[src/sv/scs_pkg.sv]
// Package for the sequence command scanner: scan phase type, command byte
// constants, the result word type and the command length table.
// Depends on nothing; imported by the scanner and its checker.
`timescale 1ns / 1ps

package scs_pkg;

   // Field widths of the input and result words.
   localparam int ByteW  = 8;
   localparam int TrackW = 5;
   localparam int SkipW  = 3;
   localparam int LenW   = 2;

   // Command byte codes.
   localparam logic [ByteW-1:0] CMD_EXT_LO   = 8'he0;
   localparam logic [ByteW-1:0] CMD_EXT_HI   = 8'he6;
   localparam logic [ByteW-1:0] CMD_NOTE_LO  = 8'h80;
   localparam logic [ByteW-1:0] CMD_NOTE_HI  = 8'hdf;
   localparam logic [ByteW-1:0] CMD_SEL7     = 8'he7;
   localparam logic [ByteW-1:0] CMD_SELA_LO  = 8'hea;
   localparam logic [ByteW-1:0] CMD_SELA_HI  = 8'hec;
   localparam logic [ByteW-1:0] CMD_END      = 8'hf1;
   localparam logic [ByteW-1:0] CMD_TWO_LO   = 8'he9;
   localparam logic [ByteW-1:0] CMD_LONG_ONE = 8'hfe;
   localparam logic [ByteW-1:0] SEL7_LONG    = 8'h01;
   localparam logic [ByteW-1:0] EXT_NONE     = 8'h00;

   // Operand counts chosen by the selector byte of 0xea-0xec.
   localparam logic [SkipW-1:0] SELA_SHORT_SKIP = 3'd0;
   localparam logic [SkipW-1:0] SELA_LONG_SKIP  = 3'd4;

   // Event kinds.
   localparam logic EVT_EXT = 1'b0;
   localparam logic EVT_END = 1'b1;

   // Scan phases.
   typedef enum logic [2:0] {
      PH_STOP = 3'd0,
      PH_CMD  = 3'd1,
      PH_SEL7 = 3'd2,
      PH_SELA = 3'd3,
      PH_SKIP = 3'd4
   } scan_phase_type;

   // One result word.
   typedef struct packed {
      logic              event_kind;
      logic [TrackW-1:0] track_id;
      logic [ByteW-1:0]  ext_command;
   } result_type;

   // Total length in bytes of a command with a fixed length.
   function automatic logic [LenW-1:0] fixed_length(input logic [ByteW-1:0] b);
      logic [LenW-1:0] len;
      if (b < CMD_NOTE_LO) begin
         len = 2'd1;
      end else if (b <= CMD_NOTE_HI) begin
         len = 2'd2;
      end else begin
         case (b)
            8'he8, 8'hee, 8'hf7, 8'hf9, 8'hfa: len = 2'd1;
            CMD_END, 8'hf2, 8'hf3, 8'hf4, 8'hf5, 8'hf6, CMD_LONG_ONE: len = 2'd3;
            default: len = (b >= CMD_TWO_LO) ? 2'd2 : 2'd1;
         endcase
      end
      return len;
   endfunction

endpackage

[src/sv/sequence_command_scanner.sv]
// Sequence command scanner: walks the command bytes of a track and reports
// the first extension command or the end of the track scan.
// Depends on scs_pkg.
`timescale 1ns / 1ps

// Usage:
// The req channel carries one byte word per accepted transfer, together with
// a track start flag, a track number and a last-byte flag. The rsp channel
// returns at most one event word per byte: an extension event with the
// command byte, or an end event when the track ends, is cut short by the
// buffer end or runs into a 0xf1 end command.
// Throughput is one byte word per cycle while req_stall is low. The scan
// state is updated in the cycle a byte is accepted. Its event word goes to
// the rsp output register, or to a one-word skid register behind it, so a
// byte is still taken while an event waits on a stalled receiver; req_stall
// rises only once both registers hold words, and falls the cycle after the
// receiver takes one.
// Reset (synchronous) stops the scan, clears the track number and empties
// both result registers. Bytes seen while the scan is stopped are dropped
// until a byte with track_start arrives.
module sequence_command_scanner #(
   parameter int MAX_TRACKS = 32
) (
   input  logic                      clock,
   input  logic                      reset,
   input  logic                      req_valid,
   output logic                      req_stall,
   input  logic [scs_pkg::ByteW-1:0]  req_data_byte,
   input  logic                      req_track_start,
   input  logic [scs_pkg::TrackW-1:0] req_track_index,
   input  logic                      req_data_last,
   output logic                      rsp_valid,
   input  logic                      rsp_stall,
   output logic                      rsp_event_kind,
   output logic [scs_pkg::TrackW-1:0] rsp_track_id,
   output logic [scs_pkg::ByteW-1:0]  rsp_ext_command
);
   import scs_pkg::*;

   scan_phase_type    phase_ff, phase_in, eff_phase;
   logic [SkipW-1:0]  skip_ff, skip_in, eff_skip, skip_dec;
   logic [TrackW-1:0] track_ff, track_in, eff_track;
   logic              pend_ff, pend_in, eff_pend;

   logic              accept;
   logic              start_ok;
   logic              is_ext;
   logic              hit_ext, hit_f1end, hit_last, emit;
   logic [LenW-1:0]   cmd_len;
   result_type        res;

   result_type        rsp_ff, skid_ff;
   logic              rsp_valid_ff, skid_valid_ff;
   logic              rsp_take;

   assign accept   = req_valid && !req_stall;
   assign rsp_take = rsp_valid_ff && !rsp_stall;

   // A track start resets the scan state before the byte is decoded.
   assign start_ok  = req_track_start && (32'(req_track_index) < MAX_TRACKS);
   assign eff_track = start_ok ? req_track_index : track_ff;
   assign eff_skip  = req_track_start ? '0 : skip_ff;
   assign eff_pend  = req_track_start ? 1'b0 : pend_ff;
   always_comb begin
      if (req_track_start) begin
         eff_phase = start_ok ? PH_CMD : PH_STOP;
      end else begin
         eff_phase = phase_ff;
      end
   end

   // Byte decode used by the next-state and event logic.
   assign is_ext   = (req_data_byte >= CMD_EXT_LO) && (req_data_byte <= CMD_EXT_HI);
   assign cmd_len  = fixed_length(req_data_byte);
   assign skip_dec = (eff_skip == '0) ? '0 : eff_skip - 1'b1;

   // Event decision for the current byte.
   always_comb begin
      hit_ext   = (eff_phase == PH_CMD) && is_ext;
      hit_f1end = (eff_phase == PH_SKIP) && (skip_dec == '0) && eff_pend;
      hit_last  = req_data_last && (eff_phase != PH_STOP) && !hit_ext && !hit_f1end;
      emit      = hit_ext || hit_f1end || hit_last;
      res.event_kind  = hit_ext ? EVT_EXT : EVT_END;
      res.track_id    = eff_track;
      res.ext_command = hit_ext ? req_data_byte : EXT_NONE;
   end

   // Next scan state.
   always_comb begin
      phase_in = eff_phase;
      skip_in  = eff_skip;
      pend_in  = eff_pend;
      track_in = eff_track;
      unique case (eff_phase)
         PH_CMD: begin
            if (req_data_byte == CMD_SEL7) begin
               phase_in = PH_SEL7;
            end else if ((req_data_byte >= CMD_SELA_LO) &&
                         (req_data_byte <= CMD_SELA_HI)) begin
               phase_in = PH_SELA;
            end else if (cmd_len > 2'd1) begin
               skip_in  = SkipW'(cmd_len - 2'd1);
               phase_in = PH_SKIP;
            end
            if (req_data_byte == CMD_END) begin
               pend_in = 1'b1;
            end
         end
         PH_SEL7: begin
            skip_in  = (req_data_byte == SEL7_LONG) ? 3'd1 : 3'd0;
            phase_in = (req_data_byte == SEL7_LONG) ? PH_SKIP : PH_CMD;
         end
         PH_SELA: begin
            skip_in  = req_data_byte[ByteW-1] ? SELA_SHORT_SKIP : SELA_LONG_SKIP;
            phase_in = req_data_byte[ByteW-1] ? PH_CMD : PH_SKIP;
         end
         PH_SKIP: begin
            skip_in  = skip_dec;
            if (skip_dec == '0) begin
               phase_in = PH_CMD;
            end
         end
         default: begin
            phase_in = PH_STOP;
         end
      endcase
      // Any event stops the scan.
      if (emit) begin
         phase_in = PH_STOP;
         skip_in  = '0;
         pend_in  = 1'b0;
      end
   end

   // Scan state registers.
   always_ff @(posedge clock) begin
      if (reset) begin
         phase_ff <= PH_STOP;
         skip_ff  <= '0;
         track_ff <= '0;
         pend_ff  <= 1'b0;
      end else if (accept) begin
         phase_ff <= phase_in;
         skip_ff  <= skip_in;
         track_ff <= track_in;
         pend_ff  <= pend_in;
      end
   end

   // Output register with a one-word skid register behind it.
   always_ff @(posedge clock) begin
      if (reset) begin
         rsp_valid_ff  <= 1'b0;
         skid_valid_ff <= 1'b0;
      end else begin
         if (accept && emit) begin
            if (rsp_valid_ff && !rsp_take) begin
               skid_valid_ff <= 1'b1;
            end else begin
               rsp_valid_ff <= 1'b1;
            end
         end else if (rsp_take) begin
            rsp_valid_ff  <= skid_valid_ff;
            skid_valid_ff <= 1'b0;
         end
      end
   end

   always_ff @(posedge clock) begin
      if (accept && emit) begin
         if (rsp_valid_ff && !rsp_take) begin
            skid_ff <= res;
         end else begin
            rsp_ff <= res;
         end
      end else if (rsp_take && skid_valid_ff) begin
         rsp_ff <= skid_ff;
      end
   end

   assign req_stall       = skid_valid_ff;
   assign rsp_valid       = rsp_valid_ff;
   assign rsp_event_kind  = rsp_ff.event_kind;
   assign rsp_track_id    = rsp_ff.track_id;
   assign rsp_ext_command = rsp_ff.ext_command;

endmodule

[config.mk]
export PLATFORM = sky130hd
export DESIGN_NAME = sequence_command_scanner
export DESIGN_NICKNAME = d
export VERILOG_FILES = /design/src/sv/scs_pkg.sv /design/src/sv/sequence_command_scanner.sv
export SDC_FILE = /design/constraint.sdc
export NUM_CORES = 1
export LEC_CHECK = 0
export ABC_CLOCK_PERIOD_IN_PS = 5800
export BUFFER_PORTS_ARGS = -buffer_cell sky130_fd_sc_hd__buf_4
export CAP_MARGIN = 20
export CORE_MARGIN = 10
export CORE_UTILIZATION = 27
export DETAILED_ROUTE_END_ITERATION = 7
export PLACE_DENSITY_LB_ADDON = 0.05
export SLEW_MARGIN = 20
export SYNTH_ARGS = -nofsm -noshare
export SYNTH_HDL_FRONTEND = slang
export SYNTH_SLANG_ARGS = --single-unit
[constraint.sdc]
create_clock -name clock -period 5.8 [get_ports clock]
set_clock_uncertainty 0.1 [all_clocks]
set_input_delay 0.58 -clock clock [delete_from_list [all_inputs] [get_ports clock]]
set_output_delay 0.58 -clock clock [all_outputs]
set_load 0.01 [all_outputs]
==> impl_metrics.yaml <==
worst_setup_path:
  crit_start: "req_track_start"
  critPathKind: "in -> reg"
  cp_slowest_cell: "nor2_2"
  reg2reg_depth: 7
  critPathCaptureType: "flop"
  arrival_ns: 3.03
  r2r_setup_slack_ns: 2.73
  critPathRequiredTime_ns: 5.63
  path_max_fanout: 24
  reg2reg_from: "skip_ff[0]$_SDFFE_PP0P_"
  setup.worst_path.start_class: "input pin"
  path_cells: "buf_4, nand2b_1, inv_1, ha_1, or2_2, o41ai_4, o21ai_4, nor2_2"
  crit_path_end: "skid_ff[7]$_DFFE_PP_"
  r2r_end: "skid_ff[7]$_DFFE_PP_"
  cpPeakStageDelay_ns: 0.61
floorplan:
  boundaryPins: 35
  rows: 33
  die_x_microns: 113
  chipHeight_microns: 113
  die-area_sq_um: 12800
  start_util_pct: 28.2
  core_area_sq_um: 8340
power_and_ir_drop:
  p_leak_nw: 1.06
  peakVddDrop_v: 0.0000904
  pwr-share-comb_pct: 14.0
  p_seq_share_pct: 54.2
  switching_share_pct: 26.8
  p_per_area_nw_per_um2: 219
  p_sw_mw: 0.164
  p_int_mw: 0.448
  p_clk_share_pct: 31.9
  total_power_mw: 0.612
placement:
  dpl.hpwl_microns: 4350
  placed_cell_area_sq_um: 2700
  place.port_buffers: 34
  finalWeightedCongestion: 0.764
  place_inst: 369
status:
  status: "finished clean"
yosys:
  synth_cells: 239
  yosysTopAreaCellShare_pct: 35.7
  synth_seq_area_share_pct: 47.7
  synth-seq-cells: 42
  synth.avg_cell_area_sq_um: 9.84
  ys_types: 59
  synth_flop_cell: "edfxtp_1"
  synth_area_sq_um: 2350
  synth_area_leaders: "edfxtp_1 36%, dfxtp_1 12%, nand2_1 4.0%"
  yosys.area.top_type: "edfxtp_1"
  async_flop_share_pct: 0
  synth_edf_count: 28
  yosysWarnings: 0
clock_tree:
  cts_buffers: 5
  clock_sinks: 42
  post-cts-setup-buffers: 0
  ctsHoldBuffers: 0
  ctsHtreeMaxLevel: 2
  cts_tree: "done"
  cts.clk_slew.worst_paths_ns: 0.09
  clk_path_buf_depth: 2
  root_buffer: "clkbuf_8"
  cts_resized: 0
  clock_latency_ns: 0.29
grt:
  grtUsageTotal_pct: 8.92
  first_global_vias: 1816
  antenna_found_initial: 0
  grt_max_degree: 25
  grt_pass1_wl_microns: 9410
  grt_overflow: 0
timing:
  slew_headroom_pct: 47.9
  tightest_slew_ns: 0.771
  fin_crit_sh_pct: 55.2
  maxSlewViolCount: 0
  finalCriticalPeriod_ns: 3.20
  hold_violations: 0
  tns_ns: 0
  rsz0062_at_grt: "false"
  max_freq_mhz: 312
  setup_viol_count_final: 0
layout:
  finalCoreUtilization_pct: 33.6
  final_area_sq_um: 2800
  diodes: 0
  stdcell_count: 377
  drive_above_1_share_pct: 23.9
  final_nets: 292
  fillers: 882
  syn2layout_area_growth_pct: 19.0
routing:
  dr.pass1.iters: 4
  drc: 0
  routed_via_density: 4.87
  dr_total_vias: 1837
  wl_microns: 5750
  drt-wirelength-per-cell_microns: 15.3
  ant_nets: 0
  drt_iter0_drc: 57
flow_run:
  cap_violations: 0
hold_path:
  min_path_type: "reg -> reg"
==> layout make-up <==
class	instances	area, sq um	share of cell area (%)
clock buffers	5	68.8	2.46
clock inverters	3	23.8	0.849
inverters	16	60.1	2.15
multi-input cells	169	1120	39.9
flip-flops and latches	42	1120	40.1
well taps	105	131	4.69
repair buffers	37	278	9.92
==> worst min-delay path by stage <==
stage / start / endpoint / slack [ns] / depth (start not counted)
2_1_floorplan: pend_ff$_SDFFE_PP0P_ / pend_ff$_SDFFE_PP0P_ / 0.35 / 2
3_3_place_gp: pend_ff$_SDFFE_PP0P_ / pend_ff$_SDFFE_PP0P_ / 0.37 / 2
3_5_place_dp: pend_ff$_SDFFE_PP0P_ / pend_ff$_SDFFE_PP0P_ / 0.38 / 2
4_1_cts: pend_ff$_SDFFE_PP0P_ / pend_ff$_SDFFE_PP0P_ / 0.39 / 2
5_1_grt: track_ff[4]$_SDFFE_PP0P_ / track_ff[4]$_SDFFE_PP0P_ / 0.43 / 2
6_report: pend_ff$_SDFFE_PP0P_ / pend_ff$_SDFFE_PP0P_ / 0.38 / 2
==> registers in the layout (all words and copies together), names as in the netlist <==
| name | flops |
|---|---|
| pend_ff | 1 |
| rsp_ext_command | 8 |
| req_stall | 1 |
| rsp_track_id | 5 |
| track_ff | 5 |
| phase_ff | 3 |
| skid_ff | 14 |
| rsp_valid | 1 |
| skip_ff | 3 |
| rsp_event_kind | 1 |
==> logic make-up (layout without fill, tap and decap cells) <==
group                    after synthesis  count (layout)  share of synthesized area, %
AND/OR/NAND/NOR                       99              99                          23.0
AO/OA/AOI/OAI                         57              57                          18.6
flip-flops                            42              42                          47.7
buffers and inverters                 29              61                          5.16
multiplexers                           8               8                          4.04
adder cells (fa/ha/maj)                2               2                          1.06
other                                  1               2                         0.159
XOR/XNOR                               1               1                         0.372
==> synth_stat cells (3+ instances only) <==
master    count
nor3_1        4
a211oi_1      6
nor2b_1       6
nand2_1      25
and2_1        5
clkbuf_1      9
mux2_4        3
o21ai_2       5
o31ai_1       3
nor2_1       23
nor4_1        4
edfxtp_1     28
nand2b_1      3
mux2i_1       5
o21ai_0       9
a31oi_1       5
dfxtp_1      14
or2_2         3
nand3_1       3
o211ai_1      3
a21oi_1       9
nor3b_1       4
inv_1        16
==> per-stage QoR <==
step,hold WS [ns],worst slack [ns]
after floorplan,0.354,1.95
after global placement,0.370,1.94
after detailed placement,0.378,1.91
after CTS,0.390,2.24
after global routing,0.426,2.39
final,0.384,2.60
==> power by group through the flow <==
stage                     clock, mW  sequential [mW]  combinational, mW
final                         0.195            0.331             0.0854
after global routing          0.217            0.333             0.0952
after CTS                     0.207            0.332             0.0867
after detailed placement          0            0.339             0.0865
after global placement            0            0.339             0.0879
after floorplan                   0            0.339             0.0535
==> cell usage in the layout, fill, tap and decap left out, types with 3 or more instances in the layout <==
cell / synthesis / layout
dfxtp_1: 14 / 14
or2_2: 3 / 3
o31ai_1: 3 / 3
nand3_1: 3 / 3
clkbuf_8: 0 / 5
nor2b_1: 6 / 6
o21ai_0: 9 / 9
o21ai_2: 5 / 5
inv_1: 16 / 16
mux2i_1: 5 / 5
o211ai_1: 3 / 3
nor2_1: 23 / 22
and2_1: 5 / 5
buf_4: 1 / 37
nand2_1: 25 / 25
nor3b_1: 4 / 4
a31oi_1: 5 / 5
mux2_4: 3 / 3
nor4_1: 4 / 4
a211oi_1: 6 / 6
a21oi_1: 9 / 9
nor3_1: 4 / 4
nand2b_1: 3 / 3
edfxtp_1: 28 / 28
==> layer usage <==
layer  vias up  global-route usage, %  routed length, microns
met4         0                   3.72                     110
met3         8                   1.74                     221
met5         -                      0                       0
met1       846                   11.5                    2790
li1        939                      -                       -
met2        44                   14.1                    2630
==> critical path: cells and delay by family <==
family                     cells  cell delay, ns
buffers and inverters          2            0.30
and+or+nand+nor                3            1.10
adders and majority gates      1            0.21
AOI/OAI and AO/OA              2            0.83
No activity file was read; power rests on OpenSTA's default activity.
